[src/rtl/core/fir8_pkg.sv]
`timescale 1ns / 1ps
package fir8_pkg;

  localparam int SAMPLE_W   = 16;
  localparam int COEF_W     = 16;
  localparam int PROD_W     = SAMPLE_W + COEF_W;
  localparam int COEF_REGS  = 8;
  localparam int CFG_IDX_W  = 3;
  localparam int COEF_UNIT  = 16384;
  localparam int ROUND_HALF = 8192;
  localparam int FRAC_SHIFT = 14;
  localparam int SAMPLE_MAX = 32767;
  localparam int SAMPLE_MIN = -32768;

  typedef struct packed {
    logic signed [SAMPLE_W-1:0] sample_in;
    logic                       block_start;
  } in_word_t;

  typedef struct packed {
    logic signed [SAMPLE_W-1:0] sample_out;
    logic                       clipped;
  } out_word_t;

  typedef struct packed {
    logic                       shift;
    logic                       start;
    logic signed [SAMPLE_W-1:0] sample;
  } cell_ctrl_t;

endpackage

[src/rtl/core/fir8_tap_cell.sv]
`timescale 1ns / 1ps
module fir8_tap_cell import fir8_pkg::*; #(
  parameter bit HAS_DELAY = 1'b1
) (
  input  logic                       clk_i,
  input  logic                       rst_ni,
  input  cell_ctrl_t                 ctrl_i,
  input  logic signed [SAMPLE_W-1:0] tap_prev_i,
  input  logic signed [COEF_W-1:0]   coef_i,
  output logic signed [SAMPLE_W-1:0] tap_o,
  output logic signed [PROD_W-1:0]   prod_o
);

  logic signed [PROD_W-1:0] prod_q;

  if (HAS_DELAY) begin : g_delay
    logic signed [SAMPLE_W-1:0] held_q;

    // A block start feeds the current sample to the product in place of the held value.
    assign tap_o = ctrl_i.start ? ctrl_i.sample : held_q;

    always_ff @(posedge clk_i or negedge rst_ni) begin
      if (!rst_ni) begin
        held_q <= '0;
      end else if (ctrl_i.shift) begin
        held_q <= tap_prev_i;
      end
    end
  end else begin : g_direct
    assign tap_o = tap_prev_i;
  end

  always_ff @(posedge clk_i) begin
    if (ctrl_i.shift) begin
      prod_q <= tap_o * coef_i;
    end
  end

  assign prod_o = prod_q;

endmodule

[config.mk]
export PLATFORM = sky130hd
export DESIGN_NAME = fir8_tap_cell
export DESIGN_NICKNAME = d
export VERILOG_FILES = /design/src/rtl/core/fir8_pkg.sv /design/src/rtl/core/fir8_tap_cell.sv
export SDC_FILE = /design/constraint.sdc
export NUM_CORES = 1
export LEC_CHECK = 0
export ABC_CLOCK_PERIOD_IN_PS = 9600
export BUFFER_PORTS_ARGS = -buffer_cell sky130_fd_sc_hd__buf_2
export CORE_MARGIN = 10
export CORE_UTILIZATION = 40
export DETAILED_ROUTE_END_ITERATION = 16
export REMOVE_ABC_BUFFERS = 1
export SYNTH_ARGS = -nofsm -noshare
export SYNTH_HDL_FRONTEND = slang
export SYNTH_SLANG_ARGS = --single-unit
[constraint.sdc]
create_clock -name clk_i -period 9.6 [get_ports clk_i]
set_clock_uncertainty 0.1 [all_clocks]
set_input_delay 0.96 -clock clk_i [delete_from_list [all_inputs] [get_ports clk_i]]
set_output_delay 0.96 -clock clk_i [all_outputs]
set_load 0.01 [all_outputs]
Word level (Yosys, flattened, before mapping):

Index checks and enable logic that the tools add are counted.

* output and inout port bits: 48
* bits in registers: 48

* mux-type cells: 1
* multipliers: 1

Operators by type and width (number)
* multiplier 16 x 16 -> 32 bit: 1
* two-way mux 16 bit: 1

Logic depth before layout (Yosys ltp):

Gate-level depths: netlist (run 1).

* depth after elaboration: 2
* mapped depth: 26
* mapped depth without buffers: 22

Worst setup path after synthesis (run 1):

Ideal clock, no wire load.

* kind: input to register
* start: input ctrl_i[16] (netlist name)
* end: register prod_q[31], in the netlist prod_o[31] (data pin)
* setup slack: 1.998 ns
* library setup time: 0.258 ns
* stages: 22
* path buffers: 3
* arrival time: 7.244 ns
* cell sequence: clkbuf_1 buf_2 mux2_2 clkbuf_1 nand2_1 inv_1 fa_1 fa_1 fa_1 fa_1 fa_1 inv_1 fa_1 inv_1 ha_1 a21oi_1 o21ai_0 a22o_1 a21o_2 a221oi_4 o21ai_2 xnor2_1

* cells in the longest elaborated chain, start to end: 2

Ends and longest elaborated chain
* from (decl): line fir8_tap_cell.sv:7 `input cell_ctrl_t ctrl_i,`
* two-way mux 16 bit: line fir8_tap_cell.sv:20 `assign tap_o = ctrl_i.start ? ctrl_i.sample : held_q;`
* net tap_o[15]: line fir8_tap_cell.sv:10 `output logic signed [SAMPLE_W-1:0] tap_o,`
* multiplier 16 x 16 -> 32 bit: line fir8_tap_cell.sv:35 `prod_q <= tap_o * coef_i;`
* to (signal assigned): line fir8_tap_cell.sv:35
* to (decl): line fir8_tap_cell.sv:14 `logic signed [PROD_W-1:0] prod_q;`

The timed path passes the listed nets, and every way through them passes these cells.
A chain may end at the register's enable or synchronous reset.

Final worst setup path (run 1):

* start: input ctrl_i[16] (netlist name)
* end: register prod_q[30], in the netlist prod_o[30] (data pin)

* cells in the longest elaborated chain, start to end: 2

Ends and longest elaborated chain (line)
* two-way mux 16 bit: fir8_tap_cell.sv:20
* multiplier 16 x 16 -> 32 bit: fir8_tap_cell.sv:35

Every way passes these cells.

==> impl_metrics.ini, run 1 <==
[run_status]
status = finished clean

[critical_path]
worstSetupEndpointType = flop
cp.required_ns = 9.54
arrival_ns = 7.51
path_max_fanout = 17
crit_type = input pin to flop
worstSetupStartpointType = input pin

[global_routing]
antenna_found_initial = 1
gr-usage-all-layers_pct = 16.4
grt_pass1_vias = 8595
busiest_layer = met2
overflow = 0
use_met1_pct = 21.0
grt_max_degree = 49
grt_use_met2_pct = 28.8
grt_pass1_wl_um = 46500
use_met3_pct = 2.03

[cells_and_area]
syn_to_final_growth_pct = 8.47
nFillCells = 2809
final_cell_area_um2 = 12500
nets = 1623
multi_input_area_um2 = 8940
drive_above_1_share_pct = 12.5
seq_area_um2 = 1360

[clock_network]
cts_root_buf = clkbuf_16
htreeDepth = 2
hold_buffers = 0
cts_tree = yes
clock_sinks = 48
cts-resized-gates = 0
insertion_delay_ns = 0.30
numCtsBuffers = 5
path_clk_slew_ns = 0.07
cts_setup_buffers = 0
clockBufferDepth = 2

[synthesis]
synth-edff-count = 32
ys_warn_count = 0
synth_area_um2 = 11500
yosysTopAreaCellShare_pct = 45.5
synth_top_family_by_area = adder cells
synth_top_cell_by_area = fa_1
synthArstFlopShare_pct = 33.3
syn-instance-count = 1159
yosysMostFrequentCell = inv_1
synth_common_cells = inv_1, fa_1, nand2_1
avgSynthCellArea_um2 = 9.95
synth_ff_type = edfxtp_1
ys_types = 46
synth_adder_area_share_pct = 54.4
synth_compound_area_share_pct = 4.20
synth-seq-cells = 48
synthMuxAreaShare_pct = 3.13
seq_area_frac_synth_pct = 11.8
synth-xor-area-share_pct = 2.73
netlist_top_cells_area = fa_1, inv_1, ha_1, edfxtp_1, and2_1
synth-simple-area-share_pct = 13.1

[routing]
dr.pass1.iters = 4
vias = 7785
first_iter_violations = 346
routed_wl_um = 28200
route.detailed.wl_per_inst_um = 17.5
via_per_inst = 4.83
detail-route-antenna-nets = 0
drt_drc_violations_left = 0

[timing]
post-route-min-period_ns = 7.57
fin_crit_sh_pct = 78.8
relSlewSlack_pct = 23.4
rsz0062_at_grt = false
fin_setup_tns_ns = 0
setup_viol = 0
fmax_mhz = 132
final_hold_viol_count = 0
drv_slew = 0
hold_slack_ns = 0.409
final.setup.worst_slack_ns = 2.03
worst-slew-pin-transition_ns = 1.15

[floorplanning]
start_util_pct = 40.4
die_area_um2 = 36000
die_w_um = 190
rows = 62
ioPinCount = 100
die_h_um = 190
coreArea_um2 = 28500

[flow_run]
cap_violations = 0

[placement]
dpl_worst_slack_ns = 1.75
dp_hpwl_um = 23400
routabilityCongestion = 0.837
port-buffer-count = 99
place_area_um2 = 12400

[hold_path]
hold_class = flop to flop
## final cells by class
cell class	count	share of cell area [%]
flip-flops and latches	48	10.9
clock inverters	1	0.0700
multi-input cells	786	71.5
repair buffers	99	3.96
clock buffers	7	1.14
inverters	287	8.61
well taps	384	3.84
diodes	1	0.0200
## worst max-delay path: stages
cell and delay [ns]:
buf_2 0.32, mux2_2 0.53, nand2_1 0.17, inv_1 0.09, fa_1 0.64, fa_1 0.83
fa_1 0.51, fa_1 0.50, fa_1 0.49, inv_1 0.05, fa_1 0.47, inv_1 0.04
ha_1 0.32, nand2_1 0.08, nor2_1 0.17, nand2_1 0.09, o41ai_2 0.63, a22oi_1 0.27
a31oi_1 0.23, xor2_1 0.09
## stage by stage
step | std cells | util [%]
finish | 1613 | 43.8
global route | 1613 | 43.8
CTS | 1612 | 43.8
detailed placement | 1604 | 43.3
global placement | 1604 | 43.3
floorplan | 1121 | -
## path summary, 6_finish.rpt
path                                           startpoint                              to  slack (ns)  depth (start not counted)
setup / recovery                               ctrl_i[16]            prod_o[30]$_DFFE_PP_        2.03                         20
setup reg to reg           g_delay.held_q[15]$_DFFE_PN0P_            prod_o[30]$_DFFE_PP_        2.78                         19
min in group asynchronous                          rst_ni  g_delay.held_q[10]$_DFFE_PN0P_        0.48                          1
hold / removal              g_delay.held_q[1]$_DFFE_PN0P_   g_delay.held_q[1]$_DFFE_PN0P_        0.41                          1
hold reg to reg             g_delay.held_q[1]$_DFFE_PN0P_   g_delay.held_q[1]$_DFFE_PN0P_        0.41                          1
max in group asynchronous                          rst_ni   g_delay.held_q[1]$_DFFE_PN0P_        8.65                          1
## sequential cells by signal (all words and copies together) (netlist names)
signal / count
g_delay.held_q: 16
prod_o: 32
## cells in the final DEF, fill, tap and decap left out, types with 8 or more instances in the layout
master and instances:
mux2_2 32, buf_2 99, dfrtp_1 16, nor2_1 27, and2_1 125, nand2_1 127, inv_1 287, fa_1 262
o21ai_0 14, edfxtp_1 32, a21oi_1 26, xor2_1 8, xnor2_1 28, ha_1 82
## layer usage
| layer | part of all wire (%) | wire [um] | vias up |
|---|---|---|---|
| li1 | - | - | 3562 |
| met1 | 43 | 12000 | 4059 |
| met2 | 52 | 14600 | 136 |
| met3 | 3.7 | 1050 | 28 |
| met4 | 1.8 | 511 | 0 |
| met5 | 0 | 0 | - |
## cells by family after synthesis
group | count (synthesis)
compound gates | 71
xor+xnor | 36
fa+ha+maj | 344
buf+inv | 325
flops | 48
mux | 32
simple gates | 303
Power of run 1 is left out: the tool's default activity adds up to more than one toggle a clock period on the data nets, which glitch-free logic cannot reach.
==> run 2, diff against run 1 <==
- ABC_CLOCK_PERIOD_IN_PS: 9600 -> 7000
- clock period: 9.6 -> 7 ns (I/O delays scaled with it)
==> run 2 against run 1 <==
Via count up 4.7%. Global-route usage rose by 2.0 points. First-iteration DRC count is 31% higher. Sequential share of layout area down 0.51 points. Largest cell class unchanged.
==> impl_metrics.ini, run 2 (synthesis gave the netlist of run 1 again) <==
[cells_and_area]
nFillCells = 2846
syn_to_final_growth_pct = 13.8
final_cell_mix = inv_1, fa_1, nand2_1, and2_1, buf_2
drive_above_1_share_pct = 17.4
largest_reg_flops = 32
seq_area_um2 = 1360
multi_input_area_um2 = 8980
antenna_cells = 0
nets = 1691
layout_commonest_cell = inv_1

[timing]
hold_slack_ns = 0.198
worst-slew-pin-transition_ns = 0.642
fmax_mhz = 147
post-route-min-period_ns = 6.79
fin_crit_sh_pct = 97.0
setup_viol = 0
final_hold_viol_count = 0
relSlewSlack_pct = 57.2
drv_slew = 0

[floorplanning]
die_area_um2 = 36000
start_util_pct = 40.4
die_w_um = 190
ioPinCount = 100
coreArea_um2 = 28500
die_h_um = 190
rows = 62

[routing]
detail-route-antenna-nets = 0
dr.pass1.iters = 5
vias = 8153
route.detailed.wl_per_inst_um = 18.5
first_iter_violations = 454
routed_wl_um = 31100
drt_drc_violations_left = 0
via_per_inst = 4.85

[clock_network]
clock_sinks = 48
htreeDepth = 2
cts_root_buf = clkbuf_16
hold_buffers = 0
cts_setup_buffers = 0
numCtsBuffers = 5
cts_tree = yes
insertion_delay_ns = 0.31
path_clk_slew_ns = 0.07
clockBufferDepth = 2

[placement]
port-buffer-count = 99
routabilityCongestion = 0.906
dp_hpwl_um = 26800

[run_status]
status = finished clean

[hold_path]
hold_class = input pin to asynchronous set/reset pin

[critical_path]
crit_type = input pin to flop
cpMostUsedCell = fa_1
worstSetupStartpointType = input pin
path_max_fanout = 16
max_stage_delay_ns = 0.52
worstSetupEndpointType = flop
arrival_ns = 6.73
cp.required_ns = 6.94
worstPathCellList = clkbuf_4, buf_4, mux2_2, buf_12, nand2_1, fa_1, fa_1, fa_1, inv_1, fa_1, fa_1, inv_1, fa_1, inv_1, ha_1, buf_4, nand4_1, a2111oi_1, buf_4, nor4b_1, buf_4, o21ai_0, a21oi_2, xnor2_2
crit_slowest_cell = fa_1

[global_routing]
overflow = 0
antenna_found_initial = 0
gr-usage-all-layers_pct = 18.4
grt_pass1_wl_um = 51600
grt_max_degree = 49
grt_pass1_vias = 9287

[flow_run]
cap_violations = 0
==> run 2: changes by cell type in the layout (fill, tap and decap cells not counted), moves of 2 or more <==
cell / previous run / this run
o21ai_0: 14 / 12
buf_12: 0 / 4
mux2_2: 32 / 30
o21ai_1: 0 / 2
buf_4: 0 / 64
mux2_4: 0 / 2
==> run 2: critical path, delay by kind of cell <==
kind / cells / cell delay [ns]
mux: 1 / 0.37
fa+ha+maj: 7 / 3.28
xor+xnor: 1 / 0.18
buf+inv: 9 / 1.15
simple gates: 3 / 0.27
compound gates: 3 / 0.75
==> run 2: final cells by class <==
type	instances	share of cell area, %
Tap cell	384	3.66
Sequential cell	48	10.4
Inverter	287	8.21
Clock buffer	6	1.14
Timing Repair Buffer	167	8.06
Multi-Input combinational cell	786	68.4
Clock inverter	2	0.114
==> run 2: path summary, 6_finish.rpt <==
kind / startpoint / end / slack, ns / cells after the start
worst max-delay path: ctrl_i[16] / prod_o[22]$_DFFE_PP_ / 0.21 / 24
worst min-delay path: rst_ni / g_delay.held_q[6]$_DFFE_PN0P_ / 0.20 / 1
worst max register to register: g_delay.held_q[8]$_DFFE_PN0P_ / prod_o[22]$_DFFE_PP_ / 0.57 / 22
worst min register to register: g_delay.held_q[9]$_DFFE_PN0P_ / g_delay.held_q[9]$_DFFE_PN0P_ / 0.40 / 1
max in group asynchronous: rst_ni / g_delay.held_q[5]$_DFFE_PN0P_ / 6.33 / 1
min in group clk_i: g_delay.held_q[9]$_DFFE_PN0P_ / g_delay.held_q[9]$_DFFE_PN0P_ / 0.40 / 1
==> run 2: through the flow <==
stage / worst slack (ns) / std cells / cell area (um2) / utilization (%) / TNS [ns]
global route: -0.000500 / 1680 / 13100 / 46.0 / -0.000500
floorplan: 0.353 / 1121 / 11400 / - / 0
detailed placement: -0.196 / 1672 / 12900 / 45.2 / -1.25
global placement: -0.162 / 1672 / 12900 / 45.2 / -0.768
finish: 0.212 / 1680 / 13100 / 46.0 / 0
CTS: 0.0505 / 1680 / 13100 / 45.8 / 0
==> run 2: repair_timing <==
item                                   4_1_cts  5_1_grt
setup endpoints to repair                    0       10
endpoints found under the hold margin        0        0
gates resized for setup                      0       11
==> run 2: routing by layer <==
layer  up-vias  track usage [%]  share of wire (%)
li1       3698                -                  -
met2       214             32.4                 51
met3        32             2.56                5.0
met1      4209             23.7                 43
met5         -                0                  0
met4         0             3.39                1.6
Power of run 2 is left out for the same reason.
