File: config.mk
export PLATFORM = sky130hd
export DESIGN_NAME = fir8_round_sat
export DESIGN_NICKNAME = d
export VERILOG_FILES = /design/src/rtl/core/fir8_pkg.sv /design/src/rtl/core/fir8_round_sat.sv
export SDC_FILE = /design/constraint.sdc
export NUM_CORES = 1
export LEC_CHECK = 0
export BUFFER_PORTS_ARGS = -buffer_cell sky130_fd_sc_hd__buf_2
export CAP_MARGIN = 20
export CORE_ASPECT_RATIO = 0.75
export CORE_MARGIN = 2
export CORE_UTILIZATION = 45
export DETAILED_ROUTE_END_ITERATION = 10
export PLACE_DENSITY = 0.72
export SLEW_MARGIN = 20
export SYNTH_ARGS = -nofsm -noshare
export SYNTH_HDL_FRONTEND = slang
export SYNTH_SLANG_ARGS = --single-unit
export TNS_END_PERCENT = 5
File: constraint.sdc
create_clock -name clk_i -period 3.2 [get_ports clk_i]
set_input_delay 0.64 -clock clk_i [delete_from_list [all_inputs] [get_ports clk_i]]
set_output_delay 0.64 -clock clk_i [all_outputs]
set_load 0.05 [all_outputs]
File: src/rtl/core/fir8_pkg.sv
`timescale 1ns / 1ps
package fir8_pkg;

  localparam int SAMPLE_W   = 16;
  localparam int COEF_W     = 16;
  localparam int PROD_W     = SAMPLE_W + COEF_W;
  localparam int COEF_REGS  = 8;
  localparam int CFG_IDX_W  = 3;
  localparam int COEF_UNIT  = 16384;
  localparam int ROUND_HALF = 8192;
  localparam int FRAC_SHIFT = 14;
  localparam int SAMPLE_MAX = 32767;
  localparam int SAMPLE_MIN = -32768;

  typedef struct packed {
    logic signed [SAMPLE_W-1:0] sample_in;
    logic                       block_start;
  } in_word_t;

  typedef struct packed {
    logic signed [SAMPLE_W-1:0] sample_out;
    logic                       clipped;
  } out_word_t;

  typedef struct packed {
    logic                       shift;
    logic                       start;
    logic signed [SAMPLE_W-1:0] sample;
  } cell_ctrl_t;

endpackage

File: src/rtl/core/fir8_round_sat.sv
`timescale 1ns / 1ps
module fir8_round_sat import fir8_pkg::*; #(
  parameter int TAP_COUNT = 8
) (
  input  logic                     clk_i,
  input  logic                     rst_ni,
  input  logic signed [PROD_W-1:0] prod_i [TAP_COUNT],
  input  logic                     valid_i,
  output logic                     ready_o,
  output logic                     out_valid_o,
  input  logic                     out_ready_i,
  output out_word_t                out_word_o
);

  localparam int ACC_W = PROD_W + $clog2(TAP_COUNT) + 1;

  logic                    sum_valid_q;
  logic                    out_valid_q;
  logic                    sum_en;
  logic                    out_en;
  logic signed [ACC_W-1:0] sum_d;
  logic signed [ACC_W-1:0] acc_q;
  logic signed [ACC_W:0]   biased;
  logic signed [ACC_W:0]   rounded;
  out_word_t               out_word_d;
  out_word_t               out_word_q;

  assign out_en  = !out_valid_q || out_ready_i;
  assign sum_en  = !sum_valid_q || out_en;
  assign ready_o = sum_en;

  always_comb begin
    sum_d = '0;
    for (int k = 0; k < TAP_COUNT; k++) begin
      sum_d = sum_d + ACC_W'(prod_i[k]);
    end
  end

  always_comb begin
    biased  = {acc_q[ACC_W-1], acc_q} + (ACC_W+1)'(ROUND_HALF);
    rounded = biased >>> FRAC_SHIFT;
    if (rounded > $signed((ACC_W+1)'(SAMPLE_MAX))) begin
      out_word_d.sample_out = SAMPLE_W'(SAMPLE_MAX);
      out_word_d.clipped    = 1'b1;
    end else if (rounded < $signed((ACC_W+1)'(SAMPLE_MIN))) begin
      out_word_d.sample_out = SAMPLE_W'(SAMPLE_MIN);
      out_word_d.clipped    = 1'b1;
    end else begin
      out_word_d.sample_out = rounded[SAMPLE_W-1:0];
      out_word_d.clipped    = 1'b0;
    end
  end

  always_ff @(posedge clk_i or negedge rst_ni) begin
    if (!rst_ni) begin
      sum_valid_q <= 1'b0;
      out_valid_q <= 1'b0;
    end else begin
      if (sum_en) begin
        sum_valid_q <= valid_i;
      end
      if (out_en) begin
        out_valid_q <= sum_valid_q;
      end
    end
  end

  always_ff @(posedge clk_i) begin
    if (sum_en && valid_i) begin
      acc_q <= sum_d;
    end
    if (out_en && sum_valid_q) begin
      out_word_q <= out_word_d;
    end
  end

  assign out_valid_o = out_valid_q;
  assign out_word_o  = out_word_q;

endmodule

* Word level (Yosys, flattened, before mapping)
Cells that the tools add are included.
Storage, ports and cells: bits in registers 55, output and inout port bits 19
Operators by class: $add $sub $neg 8, order comparisons 2, muxes and demuxes 1, reduce and logical (&&, ||, !) cells 6
Operators by type and width (number):
- 36-bit by 32-bit adder with 36-bit output | 3
- 36-bit by 15-bit adder with 37-bit output, second input constant | 1
- 35-bit by 32-bit adder with 36-bit output | 1
- 34-bit by 32-bit adder with 35-bit output | 1
- 33-bit by 32-bit adder with 34-bit output | 1
- 32-bit by 32-bit adder with 33-bit output | 1
- 23-bit by 16-bit > comparator with 1-bit output, second input constant | 1
- 23-bit by 16-bit < comparator with 1-bit output, second input constant | 1
- 17-bit two-way mux | 1
- 1-bit logical AND | 2
- 1-bit zero test | 2
- 1-bit logical OR | 2

* Logic depth before layout (Yosys ltp)
Gate-level depths: netlist of the first run.
word-level depth 7, mapped depth 18, depth with buffers taken out 18

* Worst setup path after synthesis of the first run
No wires, ideal clock.
path type input to register, start input prod_i[8] (netlist name), end register acc_q[29], data pin, arrival 4989 ps, required time 2938 ps, setup slack -2051 ps, cell stages on the path 18, cells stage by stage inv_1 > fa_1 > inv_1 > fa_1 > fa_1 > inv_1 > fa_1 > inv_1 > ha_1 > a21o_1 > a21o_1 > a211o_1 > a221oi_4 > o21ai_2 > a311o_1 > a21oi_2 > o21ai_1 > xor2_1
Between the ends: longest elaborated chain between the ends 1
RTL lines:
- from (decl) | line fir8_round_sat.sv:7 | input logic signed [PROD_W-1:0] prod_i [TAP_COUNT],
- 36-bit by 32-bit adder with 36-bit output | line fir8_round_sat.sv:35 | sum_d = sum_d + ACC_W'(prod_i[k]);
- named net sum_d[29] | line fir8_round_sat.sv:21 | logic signed [ACC_W-1:0] sum_d;
- to (signal assigned) | line fir8_round_sat.sv:70 | acc_q <= sum_d;
- to (decl) | line fir8_round_sat.sv:22 | logic signed [ACC_W-1:0] acc_q;
The timed path passes the listed nets, and every way through them passes these cells. A chain may end at the register's enable or synchronous reset.

* Worst setup path after layout of the first run
start input prod_i[168] (netlist name), end register acc_q[35], data pin
Between the ends: longest elaborated chain between the ends 6
RTL lines (line):
- 33-bit by 32-bit adder with 34-bit output | fir8_round_sat.sv:35
- 34-bit by 32-bit adder with 35-bit output | fir8_round_sat.sv:35
- 35-bit by 32-bit adder with 36-bit output | fir8_round_sat.sv:35
- 36-bit by 32-bit adder with 36-bit output (3 in a row) | fir8_round_sat.sv:35
- named net sum_d[35] | fir8_round_sat.sv:21
The timed path passes the listed nets, and every way through them passes these cells.

==> impl_metrics.py, run 1 <==
metrics = {
    "layout": {
        "final_cell_mix": "inv_1 (431), buf_2 (276), fa_1 (192), buf_4 (80), edfxtp_1 (40)",
        "diodes": 0,
        "fill_cells": 1719,
        "final_common_cell": "inv_1",
        "drive_above_1_share": 0.3194,
        "syn2layout_area_growth_pct": 29.10,
        "nNetsFinal": 1801,
    },
    "sta": {
        "fin_crit_sh": 1.567,
        "rsz0062_at_grt": "yes",
        "skew_ns": 0.001316,
        "max_slew_margin": 0.5272,
        "worstMarginPinSlew_ns": 0.7093,
        "fin_ws_ns": -1.814,
        "setup-violations-final": 23,
        "hold_violations": 0,
        "drv_slew": 0,
        "max_freq_ghz": 0.1995,
        "finalCriticalPeriod_ns": 5.014,
        "holdWs_ns": 0.1383,
    },
    "clock_tree": {
        "clkSinkCount": 42,
        "clkTransAtPathRegs_ns": 0.05,
        "cts_inserted_buffers": 5,
        "cts_root_buffer": "clkbuf_16",
        "cts_tree": "built",
        "htree_levels": 2,
        "postCtsHoldBufs": 0,
        "clk_latency_ns": 0.28,
        "clk_path_buf_depth": 2,
    },
    "logic_synthesis": {
        "synthArstFlopShare": 0.04762,
        "synth.net_count": 1441,
        "syn_area_mm2": 0.008895,
        "seq_area_frac_synth": 0.1407,
        "ys_ff_latch": 42,
        "synth_top_area_frac": 0.4366,
        "synthFlopType": "edfxtp_1",
        "yosysTopAreaCell": "fa_1",
        "synth_cell_types": 59,
        "synth_edf_count": 40,
        "syn_inst": 951,
        "synthTopCellsByArea": "fa_1 (44%), inv_1 (18%), edfxtp_1 (14%)",
        "ys.warnings.count": 0,
        "syn_avg_cell_area_um2": 9.353,
    },
    "global_route": {
        "grt_pass1_wl_um": 31420,
        "grt_max_degree": 24,
        "grtUsageTotal": 0.1782,
        "first_global_vias": 7461,
        "antenna_found_initial": 0,
        "grt_overflow": 0,
    },
    "setup_path": {
        "end_kind": "register",
        "crit_arrival_ns": 5.04,
        "required_ns": 3.23,
        "crit_type": "input port to register",
        "cp_max_fo": 4,
        "crit_start": "prod_i[168]",
        "r2r_start": "acc_q[15]",
        "crit_path_start_kind": "input port",
    },
    "route": {
        "antenna_left": 0,
        "routedWlPerCell_um": 11.14,
        "drt_first_iter_violations": 162,
        "first_pass_iters": 6,
        "drc": 0,
        "viasPerCell": 4.354,
        "vias": 6814,
        "wl_um": 17430,
    },
    "min_path": {
        "hp-class": "input port to async pin",
    },
    "flow_run": {
        "cap_violations": 0,
    },
    "die": {
        "die_w_um": 166.3,
        "die_y_um": 125.8,
        "die-area_mm2": 0.02092,
        "floorplan.initialDensity": 0.4590,
        "io_pins": 279,
        "rows": 44,
        "core_area_mm2": 0.01938,
    },
    "outcome": {
        "violations": "negative setup slack",
        "status": "finished with violations",
    },
    "place": {
        "preCtsSetupSlack_ns": -2.284,
        "place.port_buffers": 278,
        "gp_congestion": 0.8381,
        "place_hpwl_um": 16370,
    },
    "power": {
        "powerDensity_mw_per_mm2": 1100,
        "power.leakage_nw": 6.602,
        "ir_drop_v": 0.0006615,
    },
}
[cells by family (layout without fill, tap and decap cells)]
logic type | after synthesis | after routing | share of synthesized area
adder cells (fa/ha/maj) | 230 | 230 | 0.4873
flip-flops | 42 | 42 | 0.1407
XOR/XNOR | 38 | 38 | 0.03742
buffers and inverters | 441 | 802 | 0.1882
AND/OR/NAND/NOR | 103 | 103 | 0.06851
AO/OA/AOI/OAI | 95 | 95 | 0.07498
multiplexers | 2 | 2 | 0.002953
[worst paths after layout]
kind | to | slack, ns | cells past startpoint
setup / recovery | acc_q[35] | -1.81 | 20
hold / removal | sum_valid_q | 0.14 | 1
setup reg to reg | out_word_o[15] | 0.44 | 9
hold reg to reg | out_valid_o | 0.49 | 1
max in group asynchronous | out_valid_o | 2.96 | 1
min in group clk_i | out_valid_o | 0.49 | 1
[synthesized netlist by cell type, types with 3 or more instances]
cell,number
edfxtp_1,40
fa_1,194
and3_1,8
a21o_1,16
nor2_1,19
nand4_1,7
nand2b_1,9
o21ai_2,11
a21oi_1,21
nand2_1,20
nor3_1,3
inv_1,436
nand3_1,10
o22ai_1,3
o21ai_0,14
xor2_1,16
nor2b_1,6
ha_1,36
xnor2_1,22
and2_1,6
o21ai_1,5
[worst max-delay path: stages]
cell	delay [ns]
buf_4	0.11
inv_8	0.03
fa_1	0.54
inv_1	0.05
fa_1	0.47
fa_1	0.52
inv_1	0.05
fa_1	0.50
inv_2	0.05
ha_4	0.21
a21o_1	0.17
a21o_1	0.14
a211o_1	0.28
a221oi_4	0.41
buf_4	0.19
o32ai_4	0.10
o21ai_2	0.15
o31a_1	0.20
o21ai_1	0.10
xnor2_1	0.14
[power by group]
| part | internal (W) | switching [W] | leakage [nW] | total (W) |
|---|---|---|---|---|
| logic | 0.00543 | 0.00523 | 6.13 | 0.0107 |
| clock network | 0.000308 | 0.000181 | 0.0739 | 0.000489 |
| registers | 0.00127 | 0.000212 | 0.399 | 0.00148 |
[through the flow]
step	std cells	total power (W)	setup TNS [ns]	instance area, µm²	util
after detailed placement	1555	0.01155	-46.20	11170	0.5764
after global placement	1555	0.01135	-45.38	11170	0.5764
after global routing	1565	0.01414	-40.67	11480	0.5926
after CTS	1564	0.01248	-37.53	11410	0.5890
final	1565	0.01263	-36.52	11480	0.5926
after floorplan	951	0.007892	-36.00	8914	-
[final cells by class]
cell class	count	area, µm²	share of cell area
inverter	436	1644	0.1432
multi-input combinational	468	6120	0.5329
sequential	42	1251	0.1090
timing repair buffer	358	2004	0.1745
clock inverter	1	5.005	0.0004358
clock buffer	7	142.6	0.01242
tap	253	316.6	0.02757
[per-layer routing]
metal | track usage | vias to the layer above | routed length [µm]
met4 | 0.02485 | 0 | 116
met1 | 0.2262 | 3209 | 7475
li1 | - | 3398 | -
met3 | 0.01477 | 12 | 886
met2 | 0.3415 | 195 | 8954
met5 | 0 | - | 0
[timing repair]
| action | CTS | global route |
|---|---|---|
| pin swaps | 19 | 14 |
| setup endpoints to repair | 23 | 23 |
| setup buffers | 1 | 1 |
| gates resized for setup | 17 | 10 |
[flip-flops by register name (all words and copies together) (netlist names)]
| signal | count |
|---|---|
| out_valid_o | 1 |
| sum_valid_q | 1 |
| out_word_o | 17 |
| acc_q | 23 |
No activity file was read; power rests on OpenSTA's default activity.
==> run 2: changes to the inputs <==
- CORE_ASPECT_RATIO: 0.75 -> 1.1
- SLEW_MARGIN: 20 -> not set
==> run 2 against run 1 <==
  * The flow still finishes with violations (negative setup slack)
  * Hold slack got worse by 0.013 ns
  * Worst setup slack got worse by 0.036 ns
  * Non-clock buffer count increased by 2
  * Power increased by 2.2%
  * Largest cell class unchanged
  * Critical path type unchanged
==> impl_metrics.py, run 2 (synthesis results as in run 1) <==
metrics = {
    "outcome": {
        "status": "finished with violations",
        "violations": "negative setup slack",
    },
    "global_route": {
        "grt_pass1_wl_um": 31260,
        "grt_overflow": 0,
        "busiest_layer": "met2",
        "grt_max_degree": 24,
        "grt_util_met1": 0.2034,
        "grtUsageMet3": 0.02074,
        "use_met2": 0.3505,
        "first_global_vias": 7547,
        "grtUsageTotal": 0.1779,
        "antenna_found_initial": 0,
    },
    "place": {
        "place.port_buffers": 278,
        "gp_congestion": 0.8420,
        "place_hpwl_um": 16440,
    },
    "die": {
        "io_pins": 279,
        "rows": 53,
        "die_w_um": 138.1,
        "die_y_um": 151.5,
        "die-area_mm2": 0.02091,
        "core_area_mm2": 0.01923,
        "floorplan.initialDensity": 0.4625,
    },
    "layout": {
        "nNetsFinal": 1803,
        "regMostFlops": "acc_q",
        "largest_register_ff_count": 23,
        "diodes": 0,
        "fill_cells": 1689,
        "final_cell_mix": "inv_1 (428), buf_2 (276), fa_1 (193), buf_4 (79), edfxtp_1 (40)",
        "final_common_cell": "inv_1",
        "regArea_mm2": 0.001251,
        "drive_above_1_share": 0.3227,
        "multi_input_area_mm2": 0.006132,
        "syn2layout_area_growth_pct": 29.62,
    },
    "setup_path": {
        "end_kind": "register",
        "crit_path_start_kind": "input port",
        "ff2ff_setup_slack_ns": 0.40,
        "crit_type": "input port to register",
        "required_ns": 3.24,
        "r2r_end": "out_word_o[12]",
        "cp_max_fo": 3,
        "r2r_cells": 9,
        "r2r_start": "acc_q[14]",
        "crit_arrival_ns": 5.09,
    },
    "clock_tree": {
        "clk_path_buf_depth": 2,
        "clkSinkCount": 42,
        "postCtsHoldBufs": 0,
        "clk_latency_ns": 0.29,
        "cts_root_buffer": "clkbuf_16",
        "clkTransAtPathRegs_ns": 0.06,
        "cts_tree": "built",
        "htree_levels": 2,
        "cts_inserted_buffers": 5,
    },
    "route": {
        "wl_um": 17570,
        "viasPerCell": 4.470,
        "first_pass_iters": 4,
        "drt_first_iter_violations": 100,
        "vias": 6978,
        "routedWlPerCell_um": 11.25,
        "drc": 0,
        "antenna_left": 0,
    },
    "sta": {
        "fin_ws_ns": -1.850,
        "max_slew_margin": 0.5258,
        "hold_violations": 0,
        "worstMarginPinSlew_ns": 0.7113,
        "setup-violations-final": 23,
        "drv_slew": 0,
        "max_freq_ghz": 0.1980,
        "fin_crit_sh": 1.578,
        "rsz0062_at_grt": "yes",
        "fin_setup_tns_ns": -37.14,
        "skew_ns": 0.005811,
        "finalCriticalPeriod_ns": 5.050,
    },
    "power": {
        "powerDensity_mw_per_mm2": 1120,
        "total_power_w": 0.01292,
        "ir_drop_v": 0.0006128,
        "power.leakage_nw": 6.619,
    },
    "flow_run": {
        "cap_violations": 0,
    },
    "min_path": {
        "hp-class": "input port to async pin",
    },
}
run 2: per-layer routing:
layer	vias to the layer above	share of wire
li1	3405	-
met1	3316	0.38
met2	223	0.54
met3	34	0.050
met4	0	0.025
met5	-	0
run 2: critical path: stages:
cell and delay [ns]:
buf_6 0.07, inv_2 0.03, fa_1 0.55, inv_2 0.05
fa_1 0.50, fa_1 0.54, inv_2 0.04, fa_1 0.50
inv_2 0.05, ha_4 0.21, a21o_1 0.17, a21o_1 0.15
a211o_1 0.32, a221oi_4 0.34, buf_6 0.16, o21ai_2 0.06
a311o_1 0.30, a21oi_2 0.17, o21ai_1 0.09, xor2_1 0.16
run 2: repair_timing:
action	4_1_cts	5_1_grt
endpoints found under the setup margin	23	23
pin swaps	25	6
resized for setup	26	11
buffers inserted	4	0
cloned	0	0
run 2: power by group:
part	leakage (nW)	internal (W)	switching, W
Combinational	6.14	0.00560	0.00529
Clock	0.0781	0.000368	0.000189
Sequential	0.399	0.00127	0.000211
run 2: metrics by stage:
stage	instance area [µm²]	util	cells	hold slack (ns)	setup slack, ns
final	11530	0.5995	1561	0.1256	-1.850
after global routing	11530	0.5995	1561	0.1230	-2.011
after CTS	11470	0.5962	1561	0.1216	-1.835
after detailed placement	11160	0.5804	1549	0.4259	-2.257
after global placement	11160	0.5804	1549	0.4246	-2.161
after floorplan	8914	-	951	0.3444	-1.935
run 2: cell type report:
cell class | count | area share
multi-input cells | 468 | 0.5319
repair buffers | 360 | 0.1761
inverters | 436 | 0.1426
flip-flops and latches | 42 | 0.1085
well taps | 247 | 0.02680
clock buffers | 7 | 0.01150
clock inverters | 1 | 0.002604
run 2: how the worst max path moves through the flow:
stage | start | end | slack (ns) | cells past startpoint
after floorplan | prod_i[168] | acc_q[29] | -1.94 | 18
after global placement | prod_i[168] | acc_q[29] | -2.16 | 19
after detailed placement | prod_i[4] | acc_q[35] | -2.26 | 19
after CTS | prod_i[8] | acc_q[29] | -1.84 | 20
after global routing | prod_i[8] | acc_q[29] | -2.01 | 20
final | prod_i[8] | acc_q[29] | -1.85 | 20
==> run 3: changes to the inputs <==
- CORE_ASPECT_RATIO: 1.1 -> not set
- REMOVE_ABC_BUFFERS: not set -> 1
==> run 3 against run 2 <==
  * The flow still finishes with violations (negative setup slack)
  * Hold slack got worse by 0.0010 ns
  * First-iteration DRC count grew 11%
  * Critical path depth grew 1
  * Power fell by 3.1%
  * Clock-buffer cell count shrank 2
  * Routed wire length decreased by 0.16%
  * Register-to-register slack hardly changed
  * Worst setup slack improved by 0.034 ns
  * Sequential cell count is the same
  * Critical path type unchanged
==> impl_metrics.py, run 3 (synthesis results as in run 1) <==
metrics = {
    "sta": {
        "setup-violations-final": 23,
        "max_freq_ghz": 0.1994,
        "fin_ws_ns": -1.816,
        "max_slew_margin": 0.5076,
        "worstMarginPinSlew_ns": 0.7386,
        "finalCriticalPeriod_ns": 5.016,
        "hold_violations": 0,
        "skew_ns": 0.005063,
        "drv_slew": 0,
        "fin_crit_sh": 1.568,
        "rsz0062_at_grt": "yes",
    },
    "power": {
        "powerDensity_mw_per_mm2": 1090,
        "ir_drop_v": 0.0005934,
        "total_power_w": 0.01251,
        "power.leakage_nw": 6.595,
    },
    "setup_path": {
        "cp_top_family": "adder cells",
        "cp_num_buf_inv": 9,
        "path_depth": 21,
        "max_stage_delay_ns": 0.55,
        "r2r_cells": 9,
        "crit_type": "input port to register",
        "path_common_cell": "fa_1",
        "crit_path_start_kind": "input port",
        "required_ns": 3.24,
        "critPathSlowestCell": "fa_1",
        "cp_max_fo": 4,
        "crit_arrival_ns": 5.05,
        "end_kind": "register",
        "path_cells": "buf_2, inv_1, fa_1, inv_2, fa_1, fa_1, inv_1, fa_1, inv_2, ha_4, buf_6, and3_4, o211a_1, a22o_1, a221oi_4, buf_4, o21ai_2, a311o_1, buf_4, buf_4, xor2_1",
    },
    "layout": {
        "drive_above_1_share": 0.3204,
        "instances_no_fill": 1580,
        "nNetsFinal": 1803,
        "final_common_cell": "inv_1",
        "syn2layout_area_growth_pct": 29.01,
        "final_cell_mix": "inv_1 (430), buf_2 (277), fa_1 (193), buf_4 (79), edfxtp_1 (40)",
        "final_util": 0.5915,
        "regMostFlops": "acc_q",
        "largest_register_ff_count": 23,
    },
    "die": {
        "die_y_um": 144.6,
        "die_w_um": 144.6,
        "floorplan.initialDensity": 0.4585,
        "rows": 51,
        "core_area_mm2": 0.01940,
        "die-area_mm2": 0.02091,
        "io_pins": 279,
    },
    "route": {
        "first_pass_iters": 4,
        "routedWlPerCell_um": 11.10,
        "drt_first_iter_violations": 111,
        "drc": 0,
        "wl_um": 17540,
        "vias": 6874,
        "antenna_left": 0,
        "viasPerCell": 4.351,
    },
    "clock_tree": {
        "clkSinkCount": 42,
        "clk_latency_ns": 0.28,
        "htree_levels": 2,
        "clk_path_buf_depth": 2,
        "cts_inserted_buffers": 5,
        "postCtsHoldBufs": 0,
        "clkTransAtPathRegs_ns": 0.06,
        "cts_tree": "built",
        "cts_root_buffer": "clkbuf_16",
    },
    "global_route": {
        "grt_pass1_wl_um": 29970,
        "grtUsageTotal": 0.1754,
        "antenna_found_initial": 1,
        "grt_max_degree": 24,
        "grt_overflow": 0,
        "first_global_vias": 7246,
    },
    "flow_run": {
        "cap_violations": 0,
    },
    "place": {
        "placed_cells": 1567,
        "place_hpwl_um": 16310,
        "gp_congestion": 0.8197,
        "place.port_buffers": 278,
    },
    "outcome": {
        "violations": "negative setup slack",
        "status": "finished with violations",
    },
    "min_path": {
        "hp-class": "input port to async pin",
    },
}
[run 3: changes by cell type in the layout (fill, tap and decap cells not counted), moves of 2 or more]
| cell | previous run | this run |
|---|---|---|
| clkbuf_1 | 2 | 0 |
| ha_1 | 30 | 32 |
| ha_2 | 3 | 1 |
| inv_1 | 428 | 430 |
| nor2_1 | 19 | 17 |
| nor2_2 | 0 | 2 |
[run 3: area by class of cell]
cell class,count,area (µm²)
Antenna cell,1,2.502
Clock buffer,5,125.1
Clock inverter,3,21.27
Fill cell,1671,7924
Inverter,436,1637
Multi-Input combinational cell,468,6082
Sequential cell,42,1251
Tap cell,265,331.6
Timing Repair Buffer,360,2024
[run 3: power breakdown]
| part | internal [W] | switching, W | total [W] |
|---|---|---|---|
| logic | 0.00544 | 0.00510 | 0.0105 |
| registers | 0.00126 | 0.000214 | 0.00148 |
| clock network | 0.000288 | 0.000206 | 0.000495 |
[run 3: repair_timing]
item | 4_1_cts | 5_1_grt
gates resized for setup | 27 | 4
setup endpoints to repair | 23 | 23
gates cloned | 0 | 0
pin swaps | 37 | 12
setup buffers | 3 | 1
[run 3: layer usage]
| metal | up-vias | wire length, µm | GRT usage |
|---|---|---|---|
| li1 | 3406 | - | - |
| met1 | 3261 | 6963 | 0.2024 |
| met2 | 195 | 9250 | 0.3455 |
| met3 | 12 | 1102 | 0.02053 |
| met4 | 0 | 221 | 0.03832 |
| met5 | - | 0 | 0 |
[run 3: path summary, 6_finish.rpt]
check	from	to	slack (ns)
min in group clk_i	sum_valid_q	out_valid_o	0.49
worst min-delay path	rst_ni	sum_valid_q	0.12
worst max register to register	acc_q[15]	out_word_o[12]	0.41
max in group asynchronous	rst_ni	out_valid_o	2.98
worst max-delay path	prod_i[8]	acc_q[24]	-1.82
worst min register to register	sum_valid_q	out_valid_o	0.49
[run 3: per-stage QoR]
stage               cell area (µm²)  setup slack (ns)  setup TNS [ns]  hold WS [ns]
finish                        11470            -1.816          -36.36        0.1246
global placement              11170            -2.324          -47.78        0.4248
floorplan                      8857            -2.051          -39.98        0.3444
CTS                           11450            -1.816          -35.87        0.1224
detailed placement            11170            -2.351          -48.07        0.4261
global route                  11470            -2.043          -41.05        0.1226
[run 3: worst register-to-register path: stages (launching register included)]
cell and delay (ns):
edfxtp_1 0.43, and4_4 0.29, nand4_4 0.16, nor3_2 0.25
and3_4 0.25, mux2_4 0.31, o21ai_2 0.13, and3_1 0.19
or2_1 0.38, o21ai_2 0.13
